$ cat config.mk
export PLATFORM = sky130hd
export DESIGN_NAME = altg_ctrl
export DESIGN_NICKNAME = d
export VERILOG_FILES = /design/src/rtl/core/altg_pkg.sv /design/src/rtl/core/altg_ctrl.sv
export SDC_FILE = /design/constraint.sdc
export NUM_CORES = 1
export LEC_CHECK = 0
export ABC_AREA = 1
export BUFFER_PORTS_ARGS = -buffer_cell sky130_fd_sc_hd__buf_2
export CAP_MARGIN = 15
export CORE_ASPECT_RATIO = 1.25
export CORE_MARGIN = 3
export CORE_UTILIZATION = 31
export CTS_CLUSTER_DIAMETER = 50
export CTS_CLUSTER_SIZE = 14
export DETAILED_ROUTE_END_ITERATION = 7
export GPL_ROUTABILITY_DRIVEN = 0
export GPL_TIMING_DRIVEN = 1
export HOLD_SLACK_MARGIN = 0.1
export PLACE_DENSITY = 0.45
export SKIP_CTS_REPAIR_TIMING = 1
export SYNTH_ARGS = -nofsm -noshare
export SYNTH_HDL_FRONTEND = slang
export SYNTH_SLANG_ARGS = --single-unit
$ cat constraint.sdc
create_clock -name clk -period 8.1 [get_ports clk]
set_input_delay 0.81 -clock clk [delete_from_list [all_inputs] [get_ports clk]]
set_output_delay 0.81 -clock clk [all_outputs]
set_load 0.01 [all_outputs]
$ cat src/rtl/core/altg_pkg.sv
// ----------------------------------------------------------------------------
// altg_pkg
// Shared types, constants and fixed-point helpers of the Legendre table
// generator: controller/datapath command word and saturating arithmetic.
// ----------------------------------------------------------------------------
package altg_pkg;

	localparam int VAL_W = 64;
	localparam int DEG_W = 4;
	localparam int K_W   = 7;

	typedef logic signed [VAL_W-1:0] q40_t;

	localparam q40_t VAL_MAX = 64'sh7FFF_FFFF_FFFF_FFFF;
	localparam q40_t VAL_MIN = 64'sh8000_0000_0000_0000;
	localparam q40_t Q40_ONE = 64'sh0000_0100_0000_0000;
	localparam logic [VAL_W-1:0] HALF_RANGE = 64'h8000_0000_0000_0000;

	localparam logic signed [31:0] Q30_ONE  = 32'sh4000_0000;
	localparam logic signed [31:0] Q30_NEG  = -32'sh4000_0000;
	localparam logic signed [31:0] Q30_NEAR = 32'sh3FFF_FFFF;
	localparam logic signed [31:0] Q30_NEARN = -32'sh3FFF_FFFF;

	typedef enum logic [3:0] {
		OP_NOP,
		OP_PREP,
		OP_CLR,
		OP_ONE,
		OP_RD,
		OP_MULQ,
		OP_MULK,
		OP_SUB,
		OP_NEG,
		OP_DIV,
		OP_MOV,
		OP_EMIT
	} op_t;

	typedef enum logic [2:0] {
		SRC_ACC,
		SRC_RD,
		SRC_P,
		SRC_DP,
		SRC_HOLD,
		SRC_AUX
	} src_t;

	typedef enum logic [2:0] {
		DST_ACC,
		DST_HOLD,
		DST_AUX,
		DST_P,
		DST_DP,
		DST_D2
	} dst_t;

	typedef enum logic [1:0] {
		FAC_X,
		FAC_S,
		FAC_XC
	} fac_t;

	typedef struct packed {
		logic             start;
		logic             load_x;
		op_t              op;
		src_t             src;
		dst_t             dst;
		fac_t             fac;
		logic [K_W-1:0]   k;
		logic             scale;
		logic             flip;
		logic [DEG_W-1:0] rd_l;
		logic [DEG_W-1:0] rd_m;
		logic [DEG_W-1:0] ent_l;
		logic [DEG_W-1:0] ent_m;
		logic             last;
	} altg_cmd_t;

	typedef struct packed {
		logic done;
	} altg_sts_t;

	typedef struct packed {
		logic sat;
		q40_t val;
	} sres_t;

	function automatic logic [VAL_W-1:0] magn(input q40_t a);
		return a[VAL_W-1] ? (~a + 64'd1) : a;
	endfunction

	function automatic sres_t make_signed(input logic neg, input logic [VAL_W-1:0] m);
		sres_t r;
		r.sat = 1'b0;
		r.val = '0;
		if (neg) begin
			if (m > HALF_RANGE) begin
				r.sat = 1'b1;
				r.val = VAL_MIN;
			end else begin
				r.val = q40_t'(~m + 64'd1);
			end
		end else begin
			if (m >= HALF_RANGE) begin
				r.sat = 1'b1;
				r.val = VAL_MAX;
			end else begin
				r.val = q40_t'(m);
			end
		end
		return r;
	endfunction

	function automatic sres_t sat_sub(input q40_t a, input q40_t b);
		sres_t r;
		logic [VAL_W:0] d;
		d = {a[VAL_W-1], a} - {b[VAL_W-1], b};
		r.sat = 1'b0;
		r.val = q40_t'(d[VAL_W-1:0]);
		if (d[VAL_W] != d[VAL_W-1]) begin
			r.sat = 1'b1;
			r.val = d[VAL_W] ? VAL_MIN : VAL_MAX;
		end
		return r;
	endfunction

endpackage

$ cat src/rtl/core/altg_ctrl.sv
// ----------------------------------------------------------------------------
// altg_ctrl
// Sequencer: walks the table degree-major and issues the micro-steps that
// build each entry's value and derivatives.
// ----------------------------------------------------------------------------
module altg_ctrl #(
	parameter int DEGREE_BOUND = 8
) (
	input  logic                clk,
	input  logic                arst_n,
	input  logic                in_valid,
	output logic                in_ready,
	input  logic [3:0]          max_degree,
	input  logic [1:0]          deriv_mode,
	output altg_pkg::altg_cmd_t cmd,
	input  altg_pkg::altg_sts_t sts
);
	import altg_pkg::*;

	typedef enum logic [2:0] {
		S_IDLE,
		S_PREP,
		S_PREP_WAIT,
		S_STEP,
		S_WAIT
	} state_t;

	localparam logic [3:0] BOUND     = 4'(DEGREE_BOUND);
	localparam logic [4:0] LAST_STEP = 5'd26;
	localparam logic [1:0] MODE_VALUES = 2'd0;
	localparam logic [1:0] MODE_SECOND = 2'd2;
	localparam logic [1:0] MODE_UNUSED = 2'd3;

	state_t     state_q;
	logic [3:0] l_q, m_q, lmax_q;
	logic [1:0] mode_q;
	logic [4:0] step_q;

	logic orig, diag, gen, deriv_on, sub_on, d2_on;

	assign orig     = (l_q == 4'd0);
	assign diag     = !orig && (l_q == m_q);
	assign gen      = (5'(l_q) >= 5'(m_q) + 5'd2);
	assign deriv_on = (mode_q != MODE_VALUES) && !orig;
	assign sub_on   = deriv_on && (m_q < l_q);
	assign d2_on    = (mode_q == MODE_SECOND);
	assign in_ready = (state_q == S_IDLE);

	always_comb begin
		cmd        = '0;
		cmd.op     = OP_NOP;
		cmd.src    = SRC_ACC;
		cmd.dst    = DST_ACC;
		cmd.fac    = FAC_X;
		cmd.ent_l  = l_q;
		cmd.ent_m  = m_q;
		cmd.last   = (l_q == lmax_q) && (m_q == l_q);
		cmd.load_x = (state_q == S_IDLE) && in_valid;
		if (state_q == S_PREP) begin
			cmd.op = OP_PREP;
		end else if (state_q == S_STEP) begin
			case (step_q)
				5'd0: cmd.op = OP_CLR;
				5'd1: begin
					if (orig) begin
						cmd.op = OP_ONE;
					end else begin
						cmd.op   = OP_RD;
						cmd.rd_l = l_q - 4'd1;
						cmd.rd_m = diag ? l_q - 4'd1 : m_q;
					end
				end
				5'd2: begin
					if (!orig) begin
						cmd.op  = OP_MULQ;
						cmd.src = SRC_RD;
						cmd.fac = diag ? FAC_S : FAC_X;
					end
				end
				5'd3: begin
					if (!orig) begin
						cmd.op = OP_MULK;
						cmd.k  = 7'({l_q, 1'b0}) - 7'd1;
					end
				end
				5'd4: begin
					if (diag) begin
						cmd.op = OP_NEG;
					end else if (gen) begin
						cmd.op   = OP_RD;
						cmd.rd_l = l_q - 4'd2;
						cmd.rd_m = m_q;
					end
				end
				5'd5: begin
					if (gen) begin
						cmd.op  = OP_MULK;
						cmd.src = SRC_RD;
						cmd.dst = DST_HOLD;
						cmd.k   = 7'(l_q) + 7'(m_q) - 7'd1;
					end
				end
				5'd6: begin
					if (gen) begin
						cmd.op  = OP_SUB;
						cmd.src = SRC_HOLD;
					end
				end
				5'd7: begin
					if (gen) begin
						cmd.op = OP_DIV;
						cmd.k  = 7'(l_q) - 7'(m_q);
					end
				end
				5'd8: begin
					cmd.op  = OP_MOV;
					cmd.dst = DST_P;
				end
				5'd9: begin
					if (deriv_on) begin
						cmd.op  = OP_MULQ;
						cmd.src = SRC_P;
						cmd.fac = FAC_XC;
					end
				end
				5'd10: begin
					if (deriv_on) begin
						cmd.op = OP_MULK;
						cmd.k  = 7'(l_q);
					end
				end
				5'd11: begin
					if (sub_on) begin
						cmd.op   = OP_RD;
						cmd.rd_l = l_q - 4'd1;
						cmd.rd_m = m_q;
					end
				end
				5'd12: begin
					if (sub_on) begin
						cmd.op  = OP_MULK;
						cmd.src = SRC_RD;
						cmd.dst = DST_HOLD;
						cmd.k   = 7'(l_q) + 7'(m_q);
					end
				end
				5'd13: begin
					if (sub_on) begin
						cmd.op  = OP_SUB;
						cmd.src = SRC_HOLD;
					end
				end
				5'd14: begin
					if (deriv_on) begin
						cmd.op    = OP_DIV;
						cmd.scale = 1'b1;
						cmd.flip  = 1'b1;
					end
				end
				5'd15: begin
					if (deriv_on) begin
						cmd.op  = OP_MOV;
						cmd.dst = DST_DP;
					end
				end
				5'd16: begin
					if (d2_on) begin
						cmd.op  = OP_MULK;
						cmd.src = SRC_P;
						cmd.k   = 7'(m_q) * 7'(m_q);
					end
				end
				5'd17: begin
					if (d2_on) begin
						cmd.op    = OP_DIV;
						cmd.scale = 1'b1;
						cmd.flip  = 1'b1;
					end
				end
				5'd18: begin
					if (d2_on) begin
						cmd.op  = OP_MOV;
						cmd.dst = DST_AUX;
					end
				end
				5'd19: begin
					if (d2_on) begin
						cmd.op  = OP_MULK;
						cmd.src = SRC_P;
						cmd.dst = DST_HOLD;
						cmd.k   = 7'(l_q) * (7'(l_q) + 7'd1);
					end
				end
				5'd20: begin
					if (d2_on) begin
						cmd.op  = OP_MULQ;
						cmd.src = SRC_DP;
						cmd.fac = FAC_XC;
					end
				end
				5'd21: begin
					if (d2_on) begin
						cmd.op = OP_MULK;
						cmd.k  = 7'd2;
					end
				end
				5'd22: begin
					if (d2_on) begin
						cmd.op  = OP_SUB;
						cmd.src = SRC_HOLD;
					end
				end
				5'd23: begin
					if (d2_on) begin
						cmd.op  = OP_SUB;
						cmd.src = SRC_AUX;
					end
				end
				5'd24: begin
					if (d2_on) begin
						cmd.op    = OP_DIV;
						cmd.scale = 1'b1;
					end
				end
				5'd25: begin
					if (d2_on) begin
						cmd.op  = OP_MOV;
						cmd.dst = DST_D2;
					end
				end
				5'd26: cmd.op = OP_EMIT;
				default: cmd.op = OP_NOP;
			endcase
		end
		cmd.start = (cmd.op != OP_NOP);
	end

	always_ff @(posedge clk or negedge arst_n) begin
		if (!arst_n) begin
			state_q <= S_IDLE;
			l_q     <= '0;
			m_q     <= '0;
			lmax_q  <= '0;
			mode_q  <= MODE_VALUES;
			step_q  <= '0;
		end else begin
			case (state_q)
				S_IDLE: begin
					if (in_valid) begin
						lmax_q  <= (max_degree > BOUND) ? BOUND : max_degree;
						mode_q  <= (deriv_mode == MODE_UNUSED) ? MODE_SECOND : deriv_mode;
						l_q     <= '0;
						m_q     <= '0;
						step_q  <= '0;
						state_q <= S_PREP;
					end
				end
				S_PREP: state_q <= S_PREP_WAIT;
				S_PREP_WAIT: begin
					if (sts.done) begin
						state_q <= S_STEP;
					end
				end
				S_STEP: begin
					if (cmd.op == OP_NOP) begin
						step_q <= step_q + 5'd1;
					end else begin
						state_q <= S_WAIT;
					end
				end
				S_WAIT: begin
					if (sts.done) begin
						state_q <= S_STEP;
						if (step_q == LAST_STEP) begin
							step_q <= '0;
							if (m_q == l_q) begin
								if (l_q == lmax_q) begin
									state_q <= S_IDLE;
								end else begin
									l_q <= l_q + 4'd1;
									m_q <= '0;
								end
							end else begin
								m_q <= m_q + 4'd1;
							end
						end else begin
							step_q <= step_q + 5'd1;
						end
					end
				end
				default: state_q <= S_IDLE;
			endcase
		end
	end

endmodule

==> impl_metrics.yaml <==
cells_and_area:
  diodes: 0
  drive_above_1_share: 0.168
  final-instance-count-excl-fill: 726
  fillCellCount: 1262
  final_common_cell: "nand2_1"
  layout_common_cells: "108 x nand2_1, 83 x inv_1, 76 x nor2_1"
  areaGrowthSynthToFinish_pct: 11.5
  nets: 649
  finish.utilization: 0.357
sta:
  relSlewSlack: 0.351
  setup-violations-final: 0
  max_freq_ghz: 0.194
  period_needed_ns: 5.14
  slew_violations: 0
  rsz0062_at_grt: "false"
  fin_worst_skew_ns: 0.00254
  finalHoldViolations: 0
  finalWorstSetupSlack_ns: 2.96
  max_slew.worst_pin.slew_ns: 0.970
  setup_tns_ns: 0
  period_share: 0.635
yosys:
  synth_ff_type: "dfrtp_1"
  synth.avg_cell_area_um2: 6.54
  syn_area_um2: 3600
  ys_seq_area_frac: 0.153
  synth-edff-count: 0
  ys_warn_count: 0
  synth.distinct_cells: 44
  syn_inst: 550
  synth_top_area_share: 0.153
  yosysTopAreaCell: "dfrtp_1"
  async_reset_ff_frac: 1.00
  ys_top_cells_by_area: "dfrtp_1 15%, ha_1 14%, nand2_1 11%, inv_1 8.7%, nor2_1 7.9%"
  syn-num-nets: 607
  ys_ff_latch: 22
detailed_routing:
  routedWlPerCell_um: 17.0
  drt-initial-drc-count: 142
  drt.antenna.violating_nets: 0
  viasPerCell: 5.13
  drc: 0
  wl_mm: 12.3
  vias: 3724
  dr.pass1.iters: 5
setup_path:
  setup.worst_path.class: "reg -> out"
  path_cells: "ha_1 > inv_1 > ha_1 > or2_2 > fa_1 > inv_1 > fa_1 > fa_1 > nand2_1 > nand2_1 > a21oi_1 > xnor2_1 > xor2_1 > nand2_1 > a21oi_1 > buf_2"
  start_kind: "flop"
  endpoint_kind: "output pin"
  critical_path_arrival_ns: 4.33
  ff2ff_path_depth: 13
  r2r_slack_ns: 4.96
  worst_ep_required_time_ns: 7.29
  slowest_delay_ns: 0.66
  r2r-end: "step_q[4]"
  reg2reg_from: "l_q[0]"
  cp_slowest_cell: "dfrtp_1"
  path_max_fanout: 14
die:
  die-area_um2: 12900
  coreArea_um2: 11200
  floorplan.initialDensity: 0.320
  num_rows: 43
  ios: 51
  fp.dieW_um: 102
  die_y_um: 126
grt:
  grt_pass1_wl_mm: 19.6
  grt-ovfl-total: 0
  track_usage: 0.193
  grt_max_degree: 23
  grt_pass1_vias: 3634
  antenna_found_initial: 0
pwr:
  p_leak_nw: 2.26
  ir_drop_mv: 0.137
  p_per_area_nw_per_um2: 193
  power.total_w: 0.000776
flow_run:
  drv_cap: 0
placed_design:
  dp_slack_ns: 3.22
  dp.cells: 722
  port_buffers: 50
  dpl.hpwl_mm: 10.2
clock_network:
  cts_tree: "built"
  cts_root_buf: "clkbuf_16"
  cts_buffers: 3
  h-tree-depth: 1
  clock_path_buffers: 2
  clk_pin_slew_ns: 0.06
  cts.sinks: 22
  clk_latency_ns: 0.26
run_status:
  outcome: "complete, no violations"
worst_hold_path:
  min_path_type: "in -> async"
sequential cells by signal, summed over array words and instances (netlist names):
signal / flops
step_q: 5
state_q: 3
lmax_q: 4
l_q: 4
mode_q: 2
m_q: 4
cell type report:
cell class / count / area [µm²] / area share
inverters: 95 / 362 / 0.0901
repair buffers: 51 / 258 / 0.0642
well taps: 135 / 169 / 0.0421
multi-input cells: 419 / 2580 / 0.644
clock buffers: 4 / 88.8 / 0.0221
flip-flops and latches: 22 / 551 / 0.137
per-stage QoR:
step | hold slack, ns | instance area [µm²]
floorplan | 0.492 | 3600
global placement | 0.512 | 3920
detailed placement | 0.517 | 3920
CTS | 0.530 | 4010
global route | 0.561 | 4010
finish | 0.521 | 4010
routing by layer:
metal | vias to the layer above | wire, µm | GRT usage
li1 | 1854 | - | -
met5 | - | 0 | 0
met3 | 21 | 416 | 0.0198
met4 | 0 | 363 | 0.0502
met1 | 1742 | 5220 | 0.238
met2 | 107 | 6330 | 0.350
critical path, delay by kind of cell, from the launching register on:
| family | cells | cell delay, ns |
|---|---|---|
| adders and majority gates | 5 | 2.03 |
| buffers and inverters | 3 | 0.27 |
| AOI/OAI and AO/OA | 2 | 0.27 |
| xor gates and xnor gates | 2 | 0.30 |
| DFF | 1 | 0.66 |
| and+or+nand+nor | 4 | 0.54 |
power by group:
part,switching (W),internal [W]
registers,0.0000352,0.000137
clock network,0.0000440,0.0000755
logic,0.000340,0.000144
total,0.000419,0.000357
synth_stat cells (5+ instances only):
cell / number
o22ai_1: 5
nand4_1: 17
nor3_1: 8
nand2_1: 108
inv_1: 83
dfrtp_1: 22
o21ai_0: 20
xnor2_1: 10
nand2_2: 6
inv_2: 10
nand3_1: 27
fa_1: 8
a21oi_1: 24
o21ai_1: 5
ha_1: 39
a31oi_1: 5
nor2_2: 7
nor2_1: 76
xor2_1: 12
worst max-delay path by stage:
| stage | from | end |
|---|---|---|
| 2_1_floorplan | l_q[1] | cmd[25] |
| 6_report | l_q[0] | cmd[25] |
| 3_5_place_dp | l_q[0] | cmd[25] |
| 4_1_cts | l_q[0] | cmd[25] |
| 5_1_grt | l_q[0] | cmd[25] |
| 3_3_place_gp | l_q[0] | cmd[25] |
kinds of logic after synthesis:
logic type | count (synthesis) | synth area share
flip-flops | 22 | 0.153
AND/OR/NAND/NOR | 273 | 0.359
AO/OA/AOI/OAI | 77 | 0.126
buffers and inverters | 109 | 0.129
adder cells (fa/ha/maj) | 47 | 0.180
XOR/XNOR | 22 | 0.0535
(Power assumes the default switching activity.)
